$ cat src/rtl/core/rrfe_pkg.sv
// Shared types and constants for the receive ring frame extractor.
// No dependencies; every module of the block imports this package.
package rrfe_pkg;

	// Field and register widths
	localparam int unsigned MAXLEN_W  = 13;
	localparam int unsigned LEN_W     = 16;
	localparam int unsigned BCNT_W    = 14;
	localparam int unsigned OUT_PTR_W = 16;
	localparam int unsigned PADDR_W   = 3;

	// Default read pointer width
	localparam int unsigned PTR_WIDTH_DEF = 16;

	// Reset value of max_frame_length
	localparam logic [MAXLEN_W-1:0] MAX_FRAME_RESET = 13'd2048;

	// CRC trailer length counted in the record length
	localparam logic [LEN_W-1:0] CRC_BYTES = 16'd4;

	// Offset taken off the read pointer when it is reported
	localparam logic [OUT_PTR_W-1:0] PTR_OFFSET = 16'h0010;

	// Status byte bits
	localparam int unsigned ST_OK_BIT    = 0;
	localparam int unsigned ST_ALIGN_BIT = 1;
	localparam int unsigned ST_CRC_BIT   = 2;

	// Register index of max_frame_length (paddr[2])
	localparam logic REG_MAX_FRAME = 1'b0;

	// Input item kind
	typedef enum logic {
		IK_RING_BYTE = 1'b0,
		IK_END_BATCH = 1'b1
	} in_kind_t;

	// Result kind
	typedef enum logic [1:0] {
		RK_PAYLOAD   = 2'd0,
		RK_POINTER   = 2'd1,
		RK_RESET_REQ = 2'd2
	} res_kind_t;

	// One input item
	typedef struct packed {
		in_kind_t    kind;
		logic [7:0]  ring_byte;
	} item_t;

	// One result item, with its valid flag
	typedef struct packed {
		logic                  valid;
		res_kind_t             kind;
		logic [7:0]            payload_byte;
		logic                  last_byte;
		logic [OUT_PTR_W-1:0]  pointer_value;
	} res_t;

endpackage

$ cat src/rtl/core/rx_ring_frame_extractor_core.sv
// Receive ring frame extractor: top level with the register port.
// Depends on rrfe_pkg, rrfe_in_stage, rrfe_parser, rrfe_out_stage.
//
// Use: ring bytes (s_tuser low) and end-of-batch marks (s_tuser high)
// enter on the slave stream. The master stream returns payload bytes
// with m_tlast on the last byte of a frame, read pointer updates
// (pointer minus 16) after each good record, and a receive-reset
// request on a bad header; m_tuser gives the result kind.
// An accepted request sits in the input register and is parsed there
// once the result register has room; its result, if any, is then loaded
// into the result register, which drives m_tvalid.
// Throughput: one request per cycle while the result register has room,
// set by the parser state update. Bytes that give no result pass through without a slot.
// Reset clears the parser to the header phase, the pointer to zero,
// both stream registers to empty and max_frame_length to 2048.
// When the receiver stalls, the result register holds its request,
// the parser waits and the input register fills; s_tready then drops.
// max_frame_length sits at byte address 0 on the APB port.
module rx_ring_frame_extractor_core
	import rrfe_pkg::*;
#(
	parameter int unsigned POINTER_WIDTH = PTR_WIDTH_DEF
) (
	input  logic               clk,
	input  logic               arst_n,
	// Slave stream
	input  logic               s_tvalid,
	output logic               s_tready,
	input  logic [7:0]         s_tdata,   // [7:0] ring_byte
	input  logic               s_tuser,   // [0] kind
	// Master stream
	output logic               m_tvalid,
	input  logic               m_tready,
	output logic [23:0]        m_tdata,   // [7:0] payload_byte, [23:8] pointer_value
	output logic [1:0]         m_tuser,   // [1:0] result_kind
	output logic               m_tlast,
	// Register port
	input  logic               psel,
	input  logic               penable,
	input  logic               pwrite,
	input  logic [PADDR_W-1:0] paddr,
	input  logic [31:0]        pwdata,
	output logic [31:0]        prdata,
	output logic               pready
);

	logic [MAXLEN_W-1:0] max_len_q;
	item_t               in_item;
	item_t               item;
	logic                item_valid;
	logic                can_take;
	logic                fire;
	res_t                res;
	res_t                res_out;

	// Register port
	assign pready = 1'b1;
	assign prdata = (paddr[2] == REG_MAX_FRAME) ? 32'(max_len_q) : 32'h0;

	always_ff @(posedge clk or negedge arst_n) begin
		if (!arst_n) begin
			max_len_q <= MAX_FRAME_RESET;
		end else if (psel && penable && pwrite && pready &&
			paddr[2] == REG_MAX_FRAME) begin
			max_len_q <= pwdata[MAXLEN_W-1:0];
		end
	end

	// Input request
	assign in_item.kind      = in_kind_t'(s_tuser);
	assign in_item.ring_byte = s_tdata;
	assign fire              = item_valid && can_take;

	rrfe_in_stage u_in (
		.clk        (clk),
		.arst_n     (arst_n),
		.in_valid   (s_tvalid),
		.in_ready   (s_tready),
		.in_item    (in_item),
		.fire       (fire),
		.item_valid (item_valid),
		.item       (item)
	);

	rrfe_parser #(
		.POINTER_WIDTH (POINTER_WIDTH)
	) u_parser (
		.clk     (clk),
		.arst_n  (arst_n),
		.fire    (fire),
		.item    (item),
		.max_len (max_len_q),
		.res     (res)
	);

	rrfe_out_stage u_out (
		.clk       (clk),
		.arst_n    (arst_n),
		.load      (fire && res.valid),
		.res_in    (res),
		.can_take  (can_take),
		.out_valid (m_tvalid),
		.out_ready (m_tready),
		.res_out   (res_out)
	);

	// Master payload
	assign m_tdata = {res_out.pointer_value, res_out.payload_byte};
	assign m_tuser = res_out.kind;
	assign m_tlast = res_out.last_byte;

	// A frame end is only ever flagged on a payload byte
	a_last_on_payload: assert property (@(posedge clk) disable iff (!arst_n)
		m_tvalid && m_tlast |-> m_tuser == RK_PAYLOAD)
		else $error("tlast on a non-payload result");

	// Reported pointers sit on a 4-byte boundary
	a_ptr_aligned: assert property (@(posedge clk) disable iff (!arst_n)
		m_tvalid && m_tuser == RK_POINTER |-> m_tdata[9:8] == 2'b00)
		else $error("pointer update not 4-byte aligned");

	// A held input request is not lost while the parser waits
	a_in_held: assert property (@(posedge clk) disable iff (!arst_n)
		item_valid && !fire |=> item_valid && $stable(item))
		else $error("input request dropped while stalled");

endmodule

$ cat src/rtl/core/rrfe_in_stage.sv
// Input register of the frame extractor: holds one accepted request.
// Depends on rrfe_pkg.
module rrfe_in_stage
	import rrfe_pkg::*;
(
	input  logic  clk,
	input  logic  arst_n,
	input  logic  in_valid,
	output logic  in_ready,
	input  item_t in_item,
	input  logic  fire,
	output logic  item_valid,
	output item_t item
);

	logic  valid_s1;
	item_t item_s1;

	// Free, or emptying this cycle
	assign in_ready   = !valid_s1 || fire;
	assign item_valid = valid_s1;
	assign item       = item_s1;

	// Valid flag
	always_ff @(posedge clk or negedge arst_n) begin
		if (!arst_n) begin
			valid_s1 <= 1'b0;
		end else if (in_valid && in_ready) begin
			valid_s1 <= 1'b1;
		end else if (fire) begin
			valid_s1 <= 1'b0;
		end
	end

	// Payload
	always_ff @(posedge clk) begin
		if (in_valid && in_ready) begin
			item_s1 <= in_item;
		end
	end

endmodule

$ cat src/rtl/core/rrfe_parser.sv
// Record parser of the frame extractor: header decode, payload, CRC and
// pad skip, read pointer and error recovery. Depends on rrfe_pkg.
module rrfe_parser
	import rrfe_pkg::*;
#(
	parameter int unsigned POINTER_WIDTH = PTR_WIDTH_DEF
) (
	input  logic                clk,
	input  logic                arst_n,
	input  logic                fire,
	input  item_t               item,
	input  logic [MAXLEN_W-1:0] max_len,
	output res_t                res
);

	typedef enum logic [1:0] {
		PH_HEADER,
		PH_BODY,
		PH_PAD,
		PH_DISCARD
	} phase_t;

	phase_t                   phase_q, phase_d;
	logic [1:0]               hcnt_q, hcnt_d;
	logic [7:0]               status_q, status_d;
	logic [LEN_W-1:0]         len_q, len_d;
	logic [BCNT_W-1:0]        bcnt_q, bcnt_d;
	logic [POINTER_WIDTH-1:0] ptr_q, ptr_d;
	logic                     err_q, err_d;

	logic [POINTER_WIDTH-1:0] ptr_inc;
	logic [OUT_PTR_W-1:0]     ptr_report;
	logic                     aligned;
	logic [LEN_W-1:0]         hdr_len;
	logic                     hdr_bad;
	logic [LEN_W-1:0]         pos;
	logic [LEN_W-1:0]         pos_next;
	logic [LEN_W-1:0]         plen;

	// Pointer after consuming this byte, and its reported form
	assign ptr_inc    = ptr_q + 1'b1;
	assign ptr_report = OUT_PTR_W'(ptr_inc) - PTR_OFFSET;
	assign aligned    = (ptr_inc[1:0] == 2'b00);

	// Header check on the fourth header byte
	assign hdr_len = {item.ring_byte, len_q[7:0]};
	assign hdr_bad = !status_q[ST_OK_BIT] || status_q[ST_ALIGN_BIT] ||
		status_q[ST_CRC_BIT] || (hdr_len < CRC_BYTES) ||
		((hdr_len - CRC_BYTES) > LEN_W'(max_len));

	// Body position against payload length and record length
	assign pos      = LEN_W'(bcnt_q);
	assign pos_next = pos + 16'd1;
	assign plen     = len_q - CRC_BYTES;

	// Next state and result
	always_comb begin
		phase_d  = phase_q;
		hcnt_d   = hcnt_q;
		status_d = status_q;
		len_d    = len_q;
		bcnt_d   = bcnt_q;
		ptr_d    = ptr_q;
		err_d    = err_q;
		res      = '0;
		if (fire) begin
			if (item.kind == IK_END_BATCH) begin
				// End of batch only matters after an error
				if (phase_q == PH_DISCARD || err_q) begin
					ptr_d   = '0;
					err_d   = 1'b0;
					phase_d = PH_HEADER;
					hcnt_d  = 2'd0;
					bcnt_d  = '0;
				end
			end else begin
				case (phase_q)
					PH_HEADER: begin
						ptr_d = ptr_inc;
						case (hcnt_q)
							2'd0: begin
								status_d = item.ring_byte;
								hcnt_d   = hcnt_q + 2'd1;
							end
							2'd2: begin
								len_d[7:0] = item.ring_byte;
								hcnt_d     = hcnt_q + 2'd1;
							end
							2'd3: begin
								len_d  = hdr_len;
								hcnt_d = 2'd0;
								bcnt_d = '0;
								if (hdr_bad) begin
									err_d     = 1'b1;
									phase_d   = PH_DISCARD;
									res.valid = 1'b1;
									res.kind  = RK_RESET_REQ;
								end else begin
									phase_d = PH_BODY;
								end
							end
							default: begin
								hcnt_d = hcnt_q + 2'd1;
							end
						endcase
					end
					PH_BODY: begin
						ptr_d  = ptr_inc;
						bcnt_d = bcnt_q + 1'b1;
						if (pos < plen) begin
							res.valid        = 1'b1;
							res.kind         = RK_PAYLOAD;
							res.payload_byte = item.ring_byte;
							res.last_byte    = (pos_next == plen);
						end else if (pos_next == len_q) begin
							// CRC done: report now or skip pad first
							if (aligned) begin
								phase_d           = PH_HEADER;
								res.valid         = 1'b1;
								res.kind          = RK_POINTER;
								res.pointer_value = ptr_report;
							end else begin
								phase_d = PH_PAD;
							end
						end
					end
					PH_PAD: begin
						ptr_d = ptr_inc;
						if (aligned) begin
							phase_d           = PH_HEADER;
							res.valid         = 1'b1;
							res.kind          = RK_POINTER;
							res.pointer_value = ptr_report;
						end
					end
					default: begin
						// Discard: drop the byte
					end
				endcase
			end
		end
	end

	// Parser state
	always_ff @(posedge clk or negedge arst_n) begin
		if (!arst_n) begin
			phase_q  <= PH_HEADER;
			hcnt_q   <= 2'd0;
			status_q <= 8'h00;
			len_q    <= '0;
			bcnt_q   <= '0;
			ptr_q    <= '0;
			err_q    <= 1'b0;
		end else begin
			phase_q  <= phase_d;
			hcnt_q   <= hcnt_d;
			status_q <= status_d;
			len_q    <= len_d;
			bcnt_q   <= bcnt_d;
			ptr_q    <= ptr_d;
			err_q    <= err_d;
		end
	end

endmodule

$ cat src/rtl/core/rrfe_out_stage.sv
// Result register of the frame extractor: holds one request for the
// downstream side. Depends on rrfe_pkg.
module rrfe_out_stage
	import rrfe_pkg::*;
(
	input  logic clk,
	input  logic arst_n,
	input  logic load,
	input  res_t res_in,
	output logic can_take,
	output logic out_valid,
	input  logic out_ready,
	output res_t res_out
);

	logic out_valid_q;
	res_t res_q;

	// Room when empty or being drained this cycle
	assign can_take  = !out_valid_q || out_ready;
	assign out_valid = out_valid_q;
	assign res_out   = res_q;

	always_ff @(posedge clk or negedge arst_n) begin
		if (!arst_n) begin
			out_valid_q <= 1'b0;
		end else if (load) begin
			out_valid_q <= 1'b1;
		end else if (out_ready) begin
			out_valid_q <= 1'b0;
		end
	end

	always_ff @(posedge clk) begin
		if (load) begin
			res_q <= res_in;
		end
	end

endmodule
$ cat config.mk
export PLATFORM = sky130hd
export DESIGN_NAME = rx_ring_frame_extractor_core
export DESIGN_NICKNAME = d
export VERILOG_FILES = /design/src/rtl/core/rrfe_pkg.sv /design/src/rtl/core/rx_ring_frame_extractor_core.sv /design/src/rtl/core/rrfe_in_stage.sv /design/src/rtl/core/rrfe_parser.sv /design/src/rtl/core/rrfe_out_stage.sv
export SDC_FILE = /design/constraint.sdc
export NUM_CORES = 1
export LEC_CHECK = 0
export BUFFER_PORTS_ARGS = -buffer_cell sky130_fd_sc_hd__buf_4
export CORE_ASPECT_RATIO = 0.5
export CORE_MARGIN = 4
export CORE_UTILIZATION = 32
export DETAILED_ROUTE_END_ITERATION = 10
export HOLD_SLACK_MARGIN = 0.02
export PLACE_DENSITY_LB_ADDON = 0.25
export RECOVER_POWER = 50
export SLEW_MARGIN = 20
export SYNTH_ARGS = -nofsm -noshare
export SYNTH_HDL_FRONTEND = slang
export SYNTH_SLANG_ARGS = --single-unit
export TNS_END_PERCENT = 5
$ cat constraint.sdc
create_clock -name clk -period 4.65 [get_ports clk]
set_input_delay 0.465 -clock clk [delete_from_list [all_inputs] [get_ports clk]]
set_output_delay 0.465 -clock clk [all_outputs]
set_load 0.01 [all_outputs]
==> results of run 1 <==
where the power goes:
part	switching [mW]	internal, mW	total (mW)
Clock	0.379	0.369	0.748
Sequential	0.206	1.13	1.34
Combinational	0.997	0.741	1.74
cell families after synthesis:
family	synth area share, %
other	0.106
DFF	39.6
muxes	5.64
xor gates and xnor gates	9.36
buffers and inverters	7.03
AOI/OAI and AO/OA	11.7
adders and majority gates	7.05
and+or+nand+nor	19.6
area by class of cell:
type / instances / area (µm²)
multi-input cells: 548 / 3870
clock buffers: 9 / 225
clock inverters: 7 / 53.8
repair buffers: 76 / 463
fillers: 2224 / 13800
inverters: 39 / 146
flip-flops and latches: 105 / 2810
well taps: 300 / 375
flip-flops by register name (all words and copies together), names as in the netlist, 2 cells and up:
register / flops
u_in.item: 9
u_parser.len_q: 16
u_out.res_out: 27
max_len_q: 13
u_parser.ptr_q: 16
u_parser.hcnt_q: 2
u_parser.status_q: 3
u_parser.bcnt_q: 14
u_parser.phase_q: 2
how the worst min path moves through the flow:
stage                       startpoint            endpoint  slack, ns  cells past startpoint
floorplan                       arst_n        max_len_q[0]       0.17                      0
global placement    u_parser.ptr_q[10]  u_parser.ptr_q[10]       0.48                      1
detailed placement  u_parser.ptr_q[10]  u_parser.ptr_q[10]       0.49                      1
CTS                         s_tdata[1]        u_in.item[1]       0.26                      1
global route                s_tdata[1]        u_in.item[1]       0.28                      1
finish                      s_tdata[1]        u_in.item[1]       0.30                      1
metrics by stage:
step | util, % | setup slack, ns
final | 36.6 | 0.233
after CTS | 37.0 | 0.227
after global routing | 36.6 | 0.00301
after global placement | 35.7 | 0.305
after floorplan | - | 0.174
after detailed placement | 35.7 | 0.261
critical path, stage by stage (launching register included):
cell	delay [ns]
dfrtp_1	0.50
nor4_4	0.43
nand2_1	0.12
or3_1	0.34
or3_1	0.34
xnor2_1	0.14
ha_1	0.32
nand4_1	0.14
a21oi_1	0.05
or3_1	0.42
a221oi_2	0.42
nor2_1	0.14
a211oi_1	0.44
nor2_2	0.04
buf_4	0.27
placed cells by master, fill, tap and decap left out, types with 3 or more instances in the layout:
cell	n
dfrtp_1	68
nor2_1	63
xnor2_1	52
nand2_1	49
o21ai_0	46
ha_1	40
inv_1	39
buf_4	38
edfxtp_1	36
mux2_2	32
clkbuf_1	28
nand3_1	25
xor2_1	22
conb_1	20
a21oi_1	18
nor3_1	17
and3_1	16
nand4_1	14
or3_1	11
nor2_2	11
o31ai_1	9
clkbuf_16	9
clkbuf_4	9
o41ai_1	6
nor4_1	6
and2_1	5
a21o_1	5
nor2b_1	4
nand2b_1	4
and4_1	4
mux2i_1	4
or2_2	3
a211oi_1	3
a221oi_1	3
a31oi_1	3
layer usage:
metal / track usage [%] / routed length, µm / vias to the layer above
li1: - / - / 2661
met1: 19.7 / 8690 / 2656
met2: 23.4 / 8220 / 67
met3: 2.44 / 402 / 16
met4: 3.58 / 174 / 0
met5: 0 / 0 / -
==> key figures, run 1 <==
Route
  • DRT Wirelength: 17,500 µm
  • DR DRC count: 0
  • Antenna viol nets, final: 0
  • DRT iter0 DRCs: 317
  • Routed len/inst: 16.1 µm
  • First-pass DRT Iterations: 5
  • Vias per cell: 4.98
  • Routed vias: 5,400

Timing
  • Min Clock Period, post-route: 4.42 ns
  • Max Clk Rate: 226 MHz
  • Tcrit/Tclk final: 95.0%
  • Slew Limit Fails: 70
  • Setup_tns: 0 ns
  • Setup violators final: 0
  • Worst slew pin tran: 1.86 ns
  • Max Clock Skew: 0.00864 ns
  • Fin. Hold Viols: 0
  • Unrepaired setup endpoints after global routing: false
  • Slew HR: -24.1%
  • Worst hold slack: 0.299 ns

Synth
  • Seq/Total Area, Yosys: 39.6%
  • Area contributors post-synth: dfrtp_1, edfxtp_1, ha_1
  • Synth top area share: 24.0%
  • Post-Syn Area per Cell: 9.65 µm²
  • Yosys warns: 0
  • Most frequent cell after synthesis: dfrtp_1
  • Cells after synthesis: 736
  • Count of cell types in the netlist: 78
  • Synth Flop Type: dfrtp_1
  • Synthesized area: 7100 µm²
  • Synth top cells by count: dfrtp_1, nor2_1, xnor2_1
  • Yosys top cell by area: dfrtp_1
  • Async SR Flop Fraction: 65.7%
  • EDFF count, synth: 36
  • Register bit total from synthesis: 105

Critical path
  • Worst Setup SP: u_parser.len_q[5]
  • Arrival @ worst endpoint: 4.50 ns
  • Max FO, Critical Path: 27
  • RR Startpoint: u_parser.len_q[5]
  • CP Capture Type: flip-flop
  • Worst Setup EP: u_out.res_out[10]
  • FF-to-FF End: u_out.res_out[10]
  • Worst Setup Start Kind: flip-flop
  • R2r worst-path depth: 14
  • Required @ worst endpoint: 4.73 ns
  • Kind of critical path: flip-flop to flip-flop
  • Setup slack, reg-to-reg: 0.23 ns

Layout
  • Syn-to-layout area delta: 11.8%
  • Antenna fix cells: 0
  • Final instance area: 7940 µm²
  • Fin cells: 1,084
  • Layout net count: 870
  • Share of cells above drive strength 1: 16.3%

CTS
  • Clk slew on worst S/H paths: 0.08 ns
  • CTS tree: built
  • H-tree depth: 3
  • Clk sink count: 105
  • Clk root buf: clkbuf_16
  • Clock Tree Buf Depth: 2
  • Resize count post-CTS: 0
  • Worst-Skew Late Latency: 0.36 ns
  • Num CTS Buffers: 9
  • Setup bufs post-CTS: 0
  • # hold bufs at CTS: 0

Place
  • Dpl hpwl: 13,100 µm
  • Dpl cells: 1,068
  • Port bufs: 71
  • Cell Area, Placed: 7760 µm²
  • GPL Wtd Cong: 0.840

Die
  • Cell row count: 38
  • Core Region: 21,700 µm²
  • Initial Util: 32.7%
  • I/O pins: 113
  • Vert. Die Dim: 113 µm
  • DIE WIDTH: 219 µm
  • Die area: 24,800 µm²

Global routing
  • First-pass GRT wire length: 28,100 µm
  • Vias in the first global route: 5,208
  • Largest net degree at the start of global routing: 70
  • Global route overflow: 0
  • Initial antenna violation count: 0
  • Gr usage total: 14.3%

Power
  • Maximum vdd ir drop: 194 µV
  • Pleak: 3.35 nW
  • Overall power: 3.82 mW
  • Pwr Density: 481 nW/µm²

Run status
  • Status: finished with violations
  • Violated checks: max-capacitance violations, max-slew violations

Flow run
  • Total of max-cap violations: 1

Worst hold path
  • Hold Path Class: input port to flip-flop
(Power assumes the default switching activity.)
==> run 2, diff against run 1 <==
==> constraint.sdc (replaced) <==
create_clock -name clk -period 4.65 [get_ports clk]
set_input_delay 1.395 -clock clk [delete_from_list [all_inputs] [get_ports clk]]
set_output_delay 1.395 -clock clk [all_outputs]
set_load 0.01 [all_outputs]
==> run 2 against run 1 <==
Net effect: the flow still finishes with violations (max-capacitance violations, max-slew violations); register-to-register slack improved by 0.07 ns; final cell count rose by 0.28%; via count rose by 1.4%; critical path depth did not move; cell area rose by 1.3%; non-clock buffer count rose by 3; clock skew rose by 0.0013 ns; utilization rose by 0.46 points; power rose by 3.5%; sequential share of layout area fell by 0.44 points; flip-flop and latch count did not move; first-iteration DRC count rose by 3.5%; critical endpoint is now u_out.res_out[17].
==> key figures, run 2 (synthesized netlist as in run 1, its figures left out) <==
Run status
  • Status: finished with violations
  • Violated checks: max-capacitance violations, max-slew violations

Place
  • Dpl hpwl: 13,200 µm
  • GPL Wtd Cong: 0.857
  • Port bufs: 71

Global routing
  • Gr usage total: 14.3%
  • Global route overflow: 0
  • Vias in the first global route: 5,324
  • First-pass GRT wire length: 28,500 µm
  • Largest net degree at the start of global routing: 70
  • Initial antenna violation count: 0

Layout
  • Share of cells above drive strength 1: 17.4%
  • Commonest non-fill, non-tap cells in the layout: dfrtp_1, nor2_1, xnor2_1
  • Syn-to-layout area delta: 13.2%
  • Layout net count: 873
  • Commonest non-fill, non-tap cell in the layout: dfrtp_1
  • Largest register FFs: 27
  • Fillcell total: 2,197
  • Antenna fix cells: 0

CTS
  • CTS tree: built
  • Clk slew on worst S/H paths: 0.07 ns
  • Clk sink count: 105
  • Clk root buf: clkbuf_16
  • Worst-Skew Late Latency: 0.35 ns
  • # hold bufs at CTS: 0
  • Num CTS Buffers: 9
  • H-tree depth: 3
  • Resize count post-CTS: 0
  • Clock Tree Buf Depth: 2
  • Setup bufs post-CTS: 0

Route
  • Routed vias: 5,476
  • Vias per cell: 5.04
  • DR DRC count: 0
  • Routed len/inst: 16.1 µm
  • First-pass DRT Iterations: 5
  • DRT iter0 DRCs: 328
  • DRT Wirelength: 17,500 µm
  • Antenna viol nets, final: 0

Power
  • Pwr Density: 492 nW/µm²
  • Pleak: 3.41 nW
  • Maximum vdd ir drop: 217 µV

Critical path
  • Max FO, Critical Path: 27
  • Worst Setup Start Kind: flip-flop
  • RR Startpoint: u_parser.len_q[5]
  • Worst path max stage delay: 0.50 ns
  • CP cell instances: nor4_4, nand2_1, or3_1, or3_1, xnor2_1, ha_1, nand4_1, a21oi_1, or3_1, a221oi_2, nor2_1, a211oi_2, nor2_2, buf_4
  • Arrival @ worst endpoint: 4.42 ns
  • CP max stage cell: dfrtp_1
  • R2r worst-path depth: 14
  • Crit path top cell by count: or3_1
  • Kind of critical path: flip-flop to flip-flop
  • CP Capture Type: flip-flop
  • Setup slack, reg-to-reg: 0.30 ns
  • Required @ worst endpoint: 4.73 ns
  • FF-to-FF End: u_out.res_out[17]

Worst hold path
  • Hold Path Class: flip-flop to flip-flop
  • WHS Path Cells: 1
  • Hold Path Sink: u_parser.ptr_q[10]
  • Hold Startpoint: u_parser.ptr_q[10]

Timing
  • Setup_tns: 0 ns
  • Fin. Hold Viols: 0
  • Worst hold slack: 0.490 ns
  • Worst slew pin tran: 1.84 ns
  • Max Clk Rate: 230 MHz
  • Slew HR: -22.4%
  • Min Clock Period, post-route: 4.35 ns
  • Setup violators final: 0
  • Unrepaired setup endpoints after global routing: false
  • Slew Limit Fails: 70
  • Tcrit/Tclk final: 93.5%
  • Max Clock Skew: 0.00992 ns

Flow run
  • Total of max-cap violations: 1

Die
  • Core Region: 21,700 µm²
  • Initial Util: 32.7%
  • I/O pins: 113
  • Cell row count: 38
  • Die area: 24,800 µm²
  • DIE WIDTH: 219 µm
  • Vert. Die Dim: 113 µm
[run 2: power by group]
part | switching [mW] | total (mW) | internal, mW
logic | 1.00 | 1.76 | 0.764
clock network | 0.380 | 0.865 | 0.484
registers | 0.199 | 1.33 | 1.13
total | 1.58 | 3.96 | 2.38
[run 2: metal layers]
metal | track usage (%) | wire length, µm
met2 | 23.1 | 8210
met5 | 0 | 0
met3 | 2.76 | 573
met1 | 20.2 | 8630
met4 | 3.11 | 123
[run 2: final cells by class]
cell class,count,area (µm²),share of cell area (%)
inverters,39,146,1.82
clock inverters,7,110,1.37
well taps,300,375,4.67
repair buffers,79,504,6.27
clock buffers,9,225,2.80
flip-flops and latches,105,2810,34.9
multi-input cells,548,3870,48.1
[run 2: stage by stage]
stage | util, % | std cells | worst slack [ns] | power [mW] | area, µm²
finish | 37.0 | 1087 | 0.304 | 3.96 | 8040
global route | 37.0 | 1087 | 0.00231 | 4.26 | 8040
CTS | 37.4 | 1087 | 0.176 | 4.00 | 8120
detailed placement | 35.8 | 1071 | 0.209 | 3.12 | 7790
global placement | 35.8 | 1071 | 0.249 | 3.07 | 7790
floorplan | - | 754 | 0.174 | 2.60 | 7170
[run 2: worst max-delay path by stage]
stage,from,endpoint,cells after the start
after floorplan,u_parser.len_q[2],u_out.res_out[0],15
after global placement,u_parser.len_q[5],u_out.res_out[6],14
after detailed placement,u_parser.len_q[5],u_out.res_out[16],14
after CTS,u_parser.len_q[5],u_out.res_out[4],14
after global routing,u_parser.len_q[5],u_out.res_out[4],14
final,u_parser.len_q[5],u_out.res_out[17],14
[run 2: critical path: cells and delay by family (launching register included)]
kind / cells / cell delay, ns
AO/OA/AOI/OAI: 3 / 0.81
buffers and inverters: 1 / 0.25
flip-flops: 1 / 0.50
adder cells (fa/ha/maj): 1 / 0.29
XOR/XNOR: 1 / 0.19
AND/OR/NAND/NOR: 8 / 2.02
